File: config.mk
export PLATFORM = sky130hd
export DESIGN_NAME = pixel_write_blend_unit_top
export DESIGN_NICKNAME = d
export VERILOG_FILES = /design/src/pwb_pkg.sv /design/src/pixel_write_blend_unit_top.sv /design/src/pwb_cfg_regs.sv /design/src/pwb_front.sv /design/src/pwb_mix.sv
export SDC_FILE = /design/constraint.sdc
export NUM_CORES = 2
export LEC_CHECK = 0
export ABC_AREA = 1
export BUFFER_PORTS_ARGS = -buffer_cell sky130_fd_sc_hd__buf_2
export CAP_MARGIN = 20
export CORE_AREA = 2 2 277 279
export DETAILED_ROUTE_END_ITERATION = 8
export DIE_AREA = 0 0 279 281
export GPL_TIMING_DRIVEN = 0
export PLACE_DENSITY = 0.69
export SETUP_SLACK_MARGIN = 0.4
export SYNTH_ARGS = -nofsm -noshare
export SYNTH_HDL_FRONTEND = slang
export SYNTH_SLANG_ARGS = --single-unit
File: constraint.sdc
create_clock -name clk -period 5.9 [get_ports clk]
set_input_delay 0.295 -clock clk [delete_from_list [all_inputs] [get_ports clk]]
set_output_delay 0.295 -clock clk [all_outputs]
set_load 0.05 [all_outputs]
File: src/pwb_pkg.sv
// ----------------------------------------------------------------------------
// pwb_pkg
// shared types, widths and constants of the pixel write blend unit
// ----------------------------------------------------------------------------
`default_nettype none

package pwb_pkg;

  localparam int COORD_W   = 13;
  localparam int DIM_W     = 13;
  localparam int PIX_W     = 32;
  localparam int CH_W      = 8;
  localparam int NUM_CH    = PIX_W / CH_W;
  localparam int ROW_W     = 2 * DIM_W;
  localparam int ADDR_W    = 24;
  localparam int MIX_W     = 2 * CH_W;
  localparam int CFG_IDX_W = 2;

  localparam int MAX_DIM_DEFAULT = 4096;

  localparam logic [DIM_W-1:0] RST_DEST_WIDTH  = 13'd640;
  localparam logic [DIM_W-1:0] RST_DEST_HEIGHT = 13'd480;
  localparam logic [DIM_W-1:0] RST_ROW_PITCH   = 13'd640;

  localparam logic [CH_W-1:0] CH_FULL = 8'hFF;

  // n / 255 == (n * RECIP_255) >> RECIP_SHIFT for every 16-bit n
  localparam logic [MIX_W-1:0] RECIP_255   = 16'h8081;
  localparam int               RECIP_SHIFT = 23;

  localparam logic [CFG_IDX_W-1:0] REG_DEST_WIDTH  = 2'd0;
  localparam logic [CFG_IDX_W-1:0] REG_DEST_HEIGHT = 2'd1;
  localparam logic [CFG_IDX_W-1:0] REG_ROW_PITCH   = 2'd2;

  typedef struct packed {
    logic [DIM_W-1:0] dest_width;
    logic [DIM_W-1:0] dest_height;
    logic [DIM_W-1:0] row_pitch;
  } cfg_t;

  typedef struct packed {
    logic valid;
    logic ok;
    logic blend;
  } ctl_t;

endpackage

`default_nettype wire

File: src/pixel_write_blend_unit_top.sv
// ----------------------------------------------------------------------------
// pixel_write_blend_unit_top
// clipped, color-keyed pixel write with per-channel alpha blend
// ----------------------------------------------------------------------------
// busy is always low: a beat is taken on every cycle start is high, one per
// clock. Each beat gives exactly one result, shown for one cycle with
// out_valid; the receiver cannot stall, so it must take it then.
// The result passes through three register stages: qualification and row
// multiply, channel weighted sums and address add, reciprocal divide by 255.
// Dropped writes come out with write enable, address and data all zero.
// Configuration writes take effect from the next beat and belong to idle periods.
// ----------------------------------------------------------------------------
`default_nettype none

module pixel_write_blend_unit_top #(
  parameter int MAX_DIM = pwb_pkg::MAX_DIM_DEFAULT
) (
  input  logic                               clk,
  input  logic                               rst_n,
  input  logic                               start,
  output logic                               busy,
  input  logic signed [pwb_pkg::COORD_W-1:0] in_dest_x,
  input  logic signed [pwb_pkg::COORD_W-1:0] in_dest_y,
  input  logic [pwb_pkg::PIX_W-1:0]          in_dest_pixel,
  input  logic [pwb_pkg::PIX_W-1:0]          in_source_color,
  input  logic                               in_from_image,
  input  logic                               in_overlap_enable,
  input  logic [pwb_pkg::PIX_W-1:0]          in_overlap_color,
  input  logic                               in_blend_enable,
  input  logic [pwb_pkg::CH_W-1:0]           in_opacity,
  output logic                               out_valid,
  output logic                               out_write_enable,
  output logic [pwb_pkg::ADDR_W-1:0]         out_write_address,
  output logic [pwb_pkg::PIX_W-1:0]          out_write_data,
  input  logic                               cfg_write_enable,
  input  logic [pwb_pkg::CFG_IDX_W-1:0]      cfg_index,
  input  logic [pwb_pkg::DIM_W-1:0]          cfg_data
);

  pwb_pkg::cfg_t                  cfg;
  pwb_pkg::ctl_t                  s1_ctl;
  logic [pwb_pkg::CH_W-1:0]       s1_weight;
  logic [pwb_pkg::PIX_W-1:0]      s1_dst;
  logic [pwb_pkg::PIX_W-1:0]      s1_src;
  logic [pwb_pkg::ROW_W-1:0]      s1_row;
  logic [pwb_pkg::COORD_W-1:0]    s1_x;

  assign busy = 1'b0;

  pwb_cfg_regs #(
    .MAX_DIM (MAX_DIM)
  ) u_cfg (
    .clk              (clk),
    .rst_n            (rst_n),
    .cfg_write_enable (cfg_write_enable),
    .cfg_index        (cfg_index),
    .cfg_data         (cfg_data),
    .cfg              (cfg)
  );

  pwb_front u_front (
    .clk               (clk),
    .rst_n             (rst_n),
    .start             (start),
    .in_dest_x         (in_dest_x),
    .in_dest_y         (in_dest_y),
    .in_dest_pixel     (in_dest_pixel),
    .in_source_color   (in_source_color),
    .in_from_image     (in_from_image),
    .in_overlap_enable (in_overlap_enable),
    .in_overlap_color  (in_overlap_color),
    .in_blend_enable   (in_blend_enable),
    .in_opacity        (in_opacity),
    .cfg               (cfg),
    .s1_ctl            (s1_ctl),
    .s1_weight         (s1_weight),
    .s1_dst            (s1_dst),
    .s1_src            (s1_src),
    .s1_row            (s1_row),
    .s1_x              (s1_x)
  );

  pwb_mix u_mix (
    .clk               (clk),
    .rst_n             (rst_n),
    .s1_ctl            (s1_ctl),
    .s1_weight         (s1_weight),
    .s1_dst            (s1_dst),
    .s1_src            (s1_src),
    .s1_row            (s1_row),
    .s1_x              (s1_x),
    .out_valid         (out_valid),
    .out_write_enable  (out_write_enable),
    .out_write_address (out_write_address),
    .out_write_data    (out_write_data)
  );

endmodule

`default_nettype wire

File: src/pwb_cfg_regs.sv
// ----------------------------------------------------------------------------
// pwb_cfg_regs
// clip and pitch registers, written values saturate at the maximum dimension
// ----------------------------------------------------------------------------
`default_nettype none

module pwb_cfg_regs #(
  parameter int MAX_DIM = pwb_pkg::MAX_DIM_DEFAULT
) (
  input  logic                           clk,
  input  logic                           rst_n,
  input  logic                           cfg_write_enable,
  input  logic [pwb_pkg::CFG_IDX_W-1:0]  cfg_index,
  input  logic [pwb_pkg::DIM_W-1:0]      cfg_data,
  output pwb_pkg::cfg_t                  cfg
);

  pwb_pkg::cfg_t               cfg_r;
  pwb_pkg::cfg_t               cfg_nxt;
  logic [pwb_pkg::DIM_W-1:0]   clamped;

  always_comb begin
    if (32'(cfg_data) > MAX_DIM) begin
      clamped = pwb_pkg::DIM_W'(MAX_DIM);
    end else begin
      clamped = cfg_data;
    end
  end

  always_comb begin
    cfg_nxt = cfg_r;
    if (cfg_write_enable) begin
      unique case (cfg_index)
        pwb_pkg::REG_DEST_WIDTH:  cfg_nxt.dest_width  = clamped;
        pwb_pkg::REG_DEST_HEIGHT: cfg_nxt.dest_height = clamped;
        pwb_pkg::REG_ROW_PITCH:   cfg_nxt.row_pitch   = clamped;
        default:                  cfg_nxt = cfg_r;
      endcase
    end
  end

  always_ff @(posedge clk) begin
    if (!rst_n) begin
      cfg_r.dest_width  <= pwb_pkg::RST_DEST_WIDTH;
      cfg_r.dest_height <= pwb_pkg::RST_DEST_HEIGHT;
      cfg_r.row_pitch   <= pwb_pkg::RST_ROW_PITCH;
    end else begin
      cfg_r <= cfg_nxt;
    end
  end

  assign cfg = cfg_r;

endmodule

`default_nettype wire

File: src/pwb_front.sv
// ----------------------------------------------------------------------------
// pwb_front
// first stage: clip, overlap and alpha qualification, blend weight, row offset
// ----------------------------------------------------------------------------
`default_nettype none

module pwb_front (
  input  logic                              clk,
  input  logic                              rst_n,
  input  logic                              start,
  input  logic signed [pwb_pkg::COORD_W-1:0] in_dest_x,
  input  logic signed [pwb_pkg::COORD_W-1:0] in_dest_y,
  input  logic [pwb_pkg::PIX_W-1:0]         in_dest_pixel,
  input  logic [pwb_pkg::PIX_W-1:0]         in_source_color,
  input  logic                              in_from_image,
  input  logic                              in_overlap_enable,
  input  logic [pwb_pkg::PIX_W-1:0]         in_overlap_color,
  input  logic                              in_blend_enable,
  input  logic [pwb_pkg::CH_W-1:0]          in_opacity,
  input  pwb_pkg::cfg_t                     cfg,
  output pwb_pkg::ctl_t                     s1_ctl,
  output logic [pwb_pkg::CH_W-1:0]          s1_weight,
  output logic [pwb_pkg::PIX_W-1:0]         s1_dst,
  output logic [pwb_pkg::PIX_W-1:0]         s1_src,
  output logic [pwb_pkg::ROW_W-1:0]         s1_row,
  output logic [pwb_pkg::COORD_W-1:0]       s1_x
);

  pwb_pkg::ctl_t                    ctl_r;
  pwb_pkg::ctl_t                    ctl_nxt;
  logic [pwb_pkg::CH_W-1:0]         weight_r;
  logic [pwb_pkg::CH_W-1:0]         weight_nxt;
  logic [pwb_pkg::PIX_W-1:0]        dst_r;
  logic [pwb_pkg::PIX_W-1:0]        src_r;
  logic [pwb_pkg::ROW_W-1:0]        row_r;
  logic [pwb_pkg::ROW_W-1:0]        row_nxt;
  logic [pwb_pkg::COORD_W-1:0]      x_r;
  logic [pwb_pkg::COORD_W-1:0]      x_u;
  logic [pwb_pkg::COORD_W-1:0]      y_u;
  logic [pwb_pkg::CH_W-1:0]         src_alpha;
  logic                             in_bounds;
  logic                             overlap_miss;
  logic                             opaque_skip;

  assign x_u       = $unsigned(in_dest_x);
  assign y_u       = $unsigned(in_dest_y);
  assign src_alpha = in_source_color[pwb_pkg::PIX_W-1 -: pwb_pkg::CH_W];

  assign in_bounds = !in_dest_x[pwb_pkg::COORD_W-1] && !in_dest_y[pwb_pkg::COORD_W-1]
                  && (x_u < cfg.dest_width) && (y_u < cfg.dest_height);
  assign overlap_miss = in_overlap_enable && (in_dest_pixel != in_overlap_color);
  assign opaque_skip  = in_from_image && (src_alpha == pwb_pkg::CH_FULL);

  always_comb begin
    ctl_nxt.valid = start;
    ctl_nxt.ok    = in_bounds && !overlap_miss && !opaque_skip;
    ctl_nxt.blend = in_blend_enable;
    if (in_opacity == '0) begin
      weight_nxt = pwb_pkg::CH_FULL - src_alpha;
    end else begin
      weight_nxt = in_opacity;
    end
    row_nxt = pwb_pkg::ROW_W'(y_u) * pwb_pkg::ROW_W'(cfg.row_pitch);
  end

  always_ff @(posedge clk) begin
    if (!rst_n) begin
      ctl_r <= '0;
    end else begin
      ctl_r <= ctl_nxt;
    end
  end

  always_ff @(posedge clk) begin
    weight_r <= weight_nxt;
    dst_r    <= in_dest_pixel;
    src_r    <= in_source_color;
    row_r    <= row_nxt;
    x_r      <= x_u;
  end

  assign s1_ctl    = ctl_r;
  assign s1_weight = weight_r;
  assign s1_dst    = dst_r;
  assign s1_src    = src_r;
  assign s1_row    = row_r;
  assign s1_x      = x_r;

endmodule

`default_nettype wire

File: src/pwb_mix.sv
// ----------------------------------------------------------------------------
// pwb_mix
// second and third stages: channel weighted sums and address add, then
// divide by 255 through a reciprocal multiply and result select
// ----------------------------------------------------------------------------
`default_nettype none

module pwb_mix (
  input  logic                          clk,
  input  logic                          rst_n,
  input  pwb_pkg::ctl_t                 s1_ctl,
  input  logic [pwb_pkg::CH_W-1:0]      s1_weight,
  input  logic [pwb_pkg::PIX_W-1:0]     s1_dst,
  input  logic [pwb_pkg::PIX_W-1:0]     s1_src,
  input  logic [pwb_pkg::ROW_W-1:0]     s1_row,
  input  logic [pwb_pkg::COORD_W-1:0]   s1_x,
  output logic                          out_valid,
  output logic                          out_write_enable,
  output logic [pwb_pkg::ADDR_W-1:0]    out_write_address,
  output logic [pwb_pkg::PIX_W-1:0]     out_write_data
);

  localparam int NCH  = pwb_pkg::NUM_CH;
  localparam int CW   = pwb_pkg::CH_W;
  localparam int MW   = pwb_pkg::MIX_W;
  localparam int QW   = 2 * MW;

  pwb_pkg::ctl_t                 ctl2_r;
  logic [MW-1:0]                 sum2_r [NCH];
  logic [MW-1:0]                 sum2_nxt [NCH];
  logic [pwb_pkg::PIX_W-1:0]     src2_r;
  logic [pwb_pkg::ADDR_W-1:0]    addr2_r;
  logic [pwb_pkg::ADDR_W-1:0]    addr2_nxt;
  logic [CW-1:0]                 inv_weight;

  logic                          valid3_r;
  logic                          we3_r;
  logic                          we3_nxt;
  logic [pwb_pkg::ADDR_W-1:0]    addr3_r;
  logic [pwb_pkg::ADDR_W-1:0]    addr3_nxt;
  logic [pwb_pkg::PIX_W-1:0]     data3_r;
  logic [pwb_pkg::PIX_W-1:0]     data3_nxt;
  logic [pwb_pkg::PIX_W-1:0]     blended;
  logic [QW-1:0]                 quot_full [NCH];

  // stage two
  assign inv_weight = pwb_pkg::CH_FULL - s1_weight;

  always_comb begin
    for (int c = 0; c < NCH; c++) begin
      sum2_nxt[c] = MW'(s1_dst[c*CW +: CW]) * MW'(inv_weight)
                  + MW'(s1_src[c*CW +: CW]) * MW'(s1_weight);
    end
    addr2_nxt = pwb_pkg::ADDR_W'(s1_row + pwb_pkg::ROW_W'(s1_x));
  end

  always_ff @(posedge clk) begin
    if (!rst_n) begin
      ctl2_r <= '0;
    end else begin
      ctl2_r <= s1_ctl;
    end
  end

  always_ff @(posedge clk) begin
    sum2_r  <= sum2_nxt;
    src2_r  <= s1_src;
    addr2_r <= addr2_nxt;
  end

  // stage three
  always_comb begin
    for (int c = 0; c < NCH; c++) begin
      quot_full[c] = QW'(sum2_r[c]) * QW'(pwb_pkg::RECIP_255);
      blended[c*CW +: CW] = quot_full[c][pwb_pkg::RECIP_SHIFT +: CW];
    end
    we3_nxt = ctl2_r.valid && ctl2_r.ok;
    if (ctl2_r.ok) begin
      addr3_nxt = addr2_r;
      data3_nxt = ctl2_r.blend ? blended : src2_r;
    end else begin
      addr3_nxt = '0;
      data3_nxt = '0;
    end
  end

  always_ff @(posedge clk) begin
    if (!rst_n) begin
      valid3_r <= 1'b0;
      we3_r    <= 1'b0;
    end else begin
      valid3_r <= ctl2_r.valid;
      we3_r    <= we3_nxt;
    end
  end

  always_ff @(posedge clk) begin
    addr3_r <= addr3_nxt;
    data3_r <= data3_nxt;
  end

  assign out_valid         = valid3_r;
  assign out_write_enable  = we3_r;
  assign out_write_address = addr3_r;
  assign out_write_data    = data3_r;

endmodule

`default_nettype wire
==> results.cfg <==
[timing]
fin_tns_setup_ps = 0
rsz0062_at_grt = true
fin_crit_sh_pct = 90.8
slew_viol_final = 0
fmax_mhz = 187
setup_viol = 0
period_minus_slack_ps = 5360
max-slew-margin-rel_pct = 26.4
worst_pin_slew_ps = 1100
fin_skew_ps = 23.0
finalHoldViolCount = 0

[job]
cap_violations = 0

[floorplan]
core-area_um2 = 75400
dieArea_um2 = 78400
die_w_um = 279
start_util_pct = 52.4
die_height_um = 281
std_cell_rows = 101
io_pins = 211

[status]
status = completed

[worst_hold_path]
min_path_cells = 4
worstHoldPathType = in -> reg

[grt]
grtUsageMet1_pct = 36.6
track_usage_pct = 29.1
grt_max_degree = 14
grt_overflow = 0
met2_usage_pct = 47.9
grt_util_met3_pct = 5.82
grt_pass1_wl_um = 176000
gr-max-usage-layer = met2
antenna_found_initial = 3
grt_pass1_vias = 33300

[setup_path]
endpoint_kind = flop
crit_type = reg -> reg
arrival_ps = 5800
r2r_cells = 20
cp_max_fo = 10
critPathLaunchType = flop
crit_required_ps = 6340

[finish]
finalNetCount = 6636
drive_gt1_share_pct = 7.86
fin_area_um2 = 44600
syn_to_final_growth_pct = 12.8
final_core_utilization_pct = 59.1

[synthesis]
synth_seq_cells = 332
syn_avg_cell_area_um2 = 7.87
ys_async_sr_fraction_pct = 0
synthesis.area_um2 = 39500
postSynthCellCount = 5024
synth_edf_count = 0
yosysSeqAreaShare_pct = 16.8
ys_types = 45
ys.flop_type = dfxtp_1
yosysWarnings = 0

[placed_design]
io_buffers = 209
dp_hpwl_um = 91000
dpl_cell_area_um2 = 41900
gp_congestion = 0.937

[routing]
drt-initial-drc-count = 1981
drt_wl_total_um = 112000
routed_via_density = 5.17
wl_per_cell_um = 17.5
ant_nets = 0
num_vias = 33000
drc = 0
first_pass_iters = 7

[cts]
cts_sinks = 332
cts-buffers-inserted = 41
cts_tree = built
clk_latency_ps = 580
htree_levels = 2
clkTransAtPathRegs_ps = 60
root_buffer = clkbuf_16
clockBufferDepth = 3

[power_and_ir_drop]
leakagePower_nw = 26.1
ir_worst_vdd_mv = 0.440
power_density_nw_per_um2 = 537
## worst paths after layout
check | slack (ps) | start | endpoint
max | 540 | u_front.s1_weight[3] | u_mix.sum2_r[15]
min | 50 | in_from_image | u_front.s1_ctl[1]
max reg2reg | 540 | u_front.s1_weight[3] | u_mix.sum2_r[15]
min reg2reg | 350 | u_front.s1_src[10] | u_mix.src2_r[10]
## cells in the mapped netlist, types with 4 or more instances
library cell | instances | area share (%)
clkbuf_2 | 23 | 0.29
xor2_1 | 78 | 1.7
o21ai_0 | 124 | 1.6
clkinv_1 | 6 | 0.057
o211ai_1 | 4 | 0.076
or2_2 | 10 | 0.16
a221oi_1 | 4 | 0.089
nor3_1 | 32 | 0.41
buf_1 | 24 | 0.23
nand4_1 | 44 | 0.70
nand2_1 | 1045 | 9.9
o21a_1 | 9 | 0.17
buf_2 | 6 | 0.076
and2_1 | 4 | 0.063
nor4_1 | 4 | 0.063
a21o_1 | 24 | 0.46
inv_1 | 1282 | 12
fa_1 | 505 | 26
nand3_1 | 111 | 1.4
ha_1 | 603 | 19
o31ai_1 | 5 | 0.095
xnor2_1 | 50 | 1.1
clkbuf_1 | 77 | 0.73
nor2_1 | 367 | 3.5
a21oi_1 | 202 | 2.6
dfxtp_1 | 332 | 17
o21bai_1 | 19 | 0.36
## cells in the final DEF, fill, tap and decap left out, types with 12 or more instances in the layout
cell	netlist	layout
a21oi_1	202	194
buf_6	0	12
xor2_1	78	78
o21bai_1	19	17
clkbuf_16	0	43
clkbuf_2	23	38
clkbuf_8	0	14
dlygate4sd3_1	0	88
buf_4	2	13
nand3_1	111	111
inv_1	1282	1280
a21o_1	24	24
fa_1	505	504
clkbuf_1	77	45
xnor2_1	50	50
ha_1	603	600
nand2_1	1045	1045
nor3_1	32	31
buf_2	6	221
nor2_1	367	367
dfxtp_1	332	328
o21ai_0	124	116
nand4_1	44	44
## sequential cells by signal, indices dropped and copies added (netlist names)
register and count:
u_mix.out_write_enable 1, u_mix.addr2_r 24, u_mix.out_write_address 24, u_front.s1_dst 32, u_front.s1_src 32, u_mix.out_write_data 32, u_mix.sum2_r 64, u_front.s1_ctl 3
u_mix.ctl2_r 3, u_front.s1_x 13, u_mix.src2_r 32, u_cfg.cfg 39, u_front.s1_row 24, u_mix.out_valid 1, u_front.s1_weight 8
## final cells by class
type | instances | area, um^2
fillers | 6878 | 30800
multi-input cells | 3276 | 27600
flip-flops and latches | 332 | 6650
inverters | 1288 | 4870
repair buffers | 305 | 2020
well taps | 978 | 1220
clock buffers | 57 | 1210
plain buffers | 132 | 798
clock inverters | 17 | 219
diodes | 2 | 5.00
## what timing repair did
item | in CTS | in global routing
setup endpoints to repair | 40 | 32
pin swaps | 0 | 0
buffers inserted | 3 | 1
hold endpoints to repair | 88 | 0
hold buffers | 88 | 0
resized for setup | 110 | 83
## cell families (layout without fill, tap and decap cells)
family          count (synthesis)  count (layout)  synth area share [%]
fa+ha+maj                    1108            1108                  44.7
flops                         332             332                  16.8
compound gates                410             410                  5.76
xor+xnor                      128             128                  2.84
buf+inv                      1420            1799                  13.6
simple gates                 1625            1625                  16.3
other cells                     1               7               0.00948
## per-stage QoR
stage	instances	power (mW)	setup slack [ps]	hold WS, ps
2_1_floorplan	5028	16.6	680	323
3_3_place_gp	6215	20.6	-365	335
3_5_place_dp	6218	20.8	-388	339
4_1_cts	6383	23.7	383	11.9
5_1_grt	6386	26.9	312	38.1
6_report	6387	24.0	543	50.2
## worst max-delay path, stage by stage, from the launching register on
cell      delay (ps)
dfxtp_1          340
buf_6            200
clkinv_8         120
clkbuf_8         210
nand2_1           90
fa_1             450
fa_1             540
inv_1             50
fa_1             490
fa_1             550
fa_1             520
inv_1             50
fa_1             470
inv_1             40
ha_1             250
buf_2            170
a21oi_4          170
o21ai_0          130
a21oi_1          140
nand2_1           70
xor2_1           140
## metal layers
layer	up-vias	wire length, um
met5	-	28
met4	4	6220
met3	315	9340
met2	1185	51000
met1	15800	45300
li1	15700	-
## power by group
group / switching, mW / total [mW] / internal, mW / leakage [nW]
registers: 0.433 / 3.29 / 2.86 / 2.77
logic: 10.9 / 18.0 / 7.10 / 22.6
clock network: 1.03 / 2.64 / 1.61 / 0.694
(Power assumes the default switching activity.)
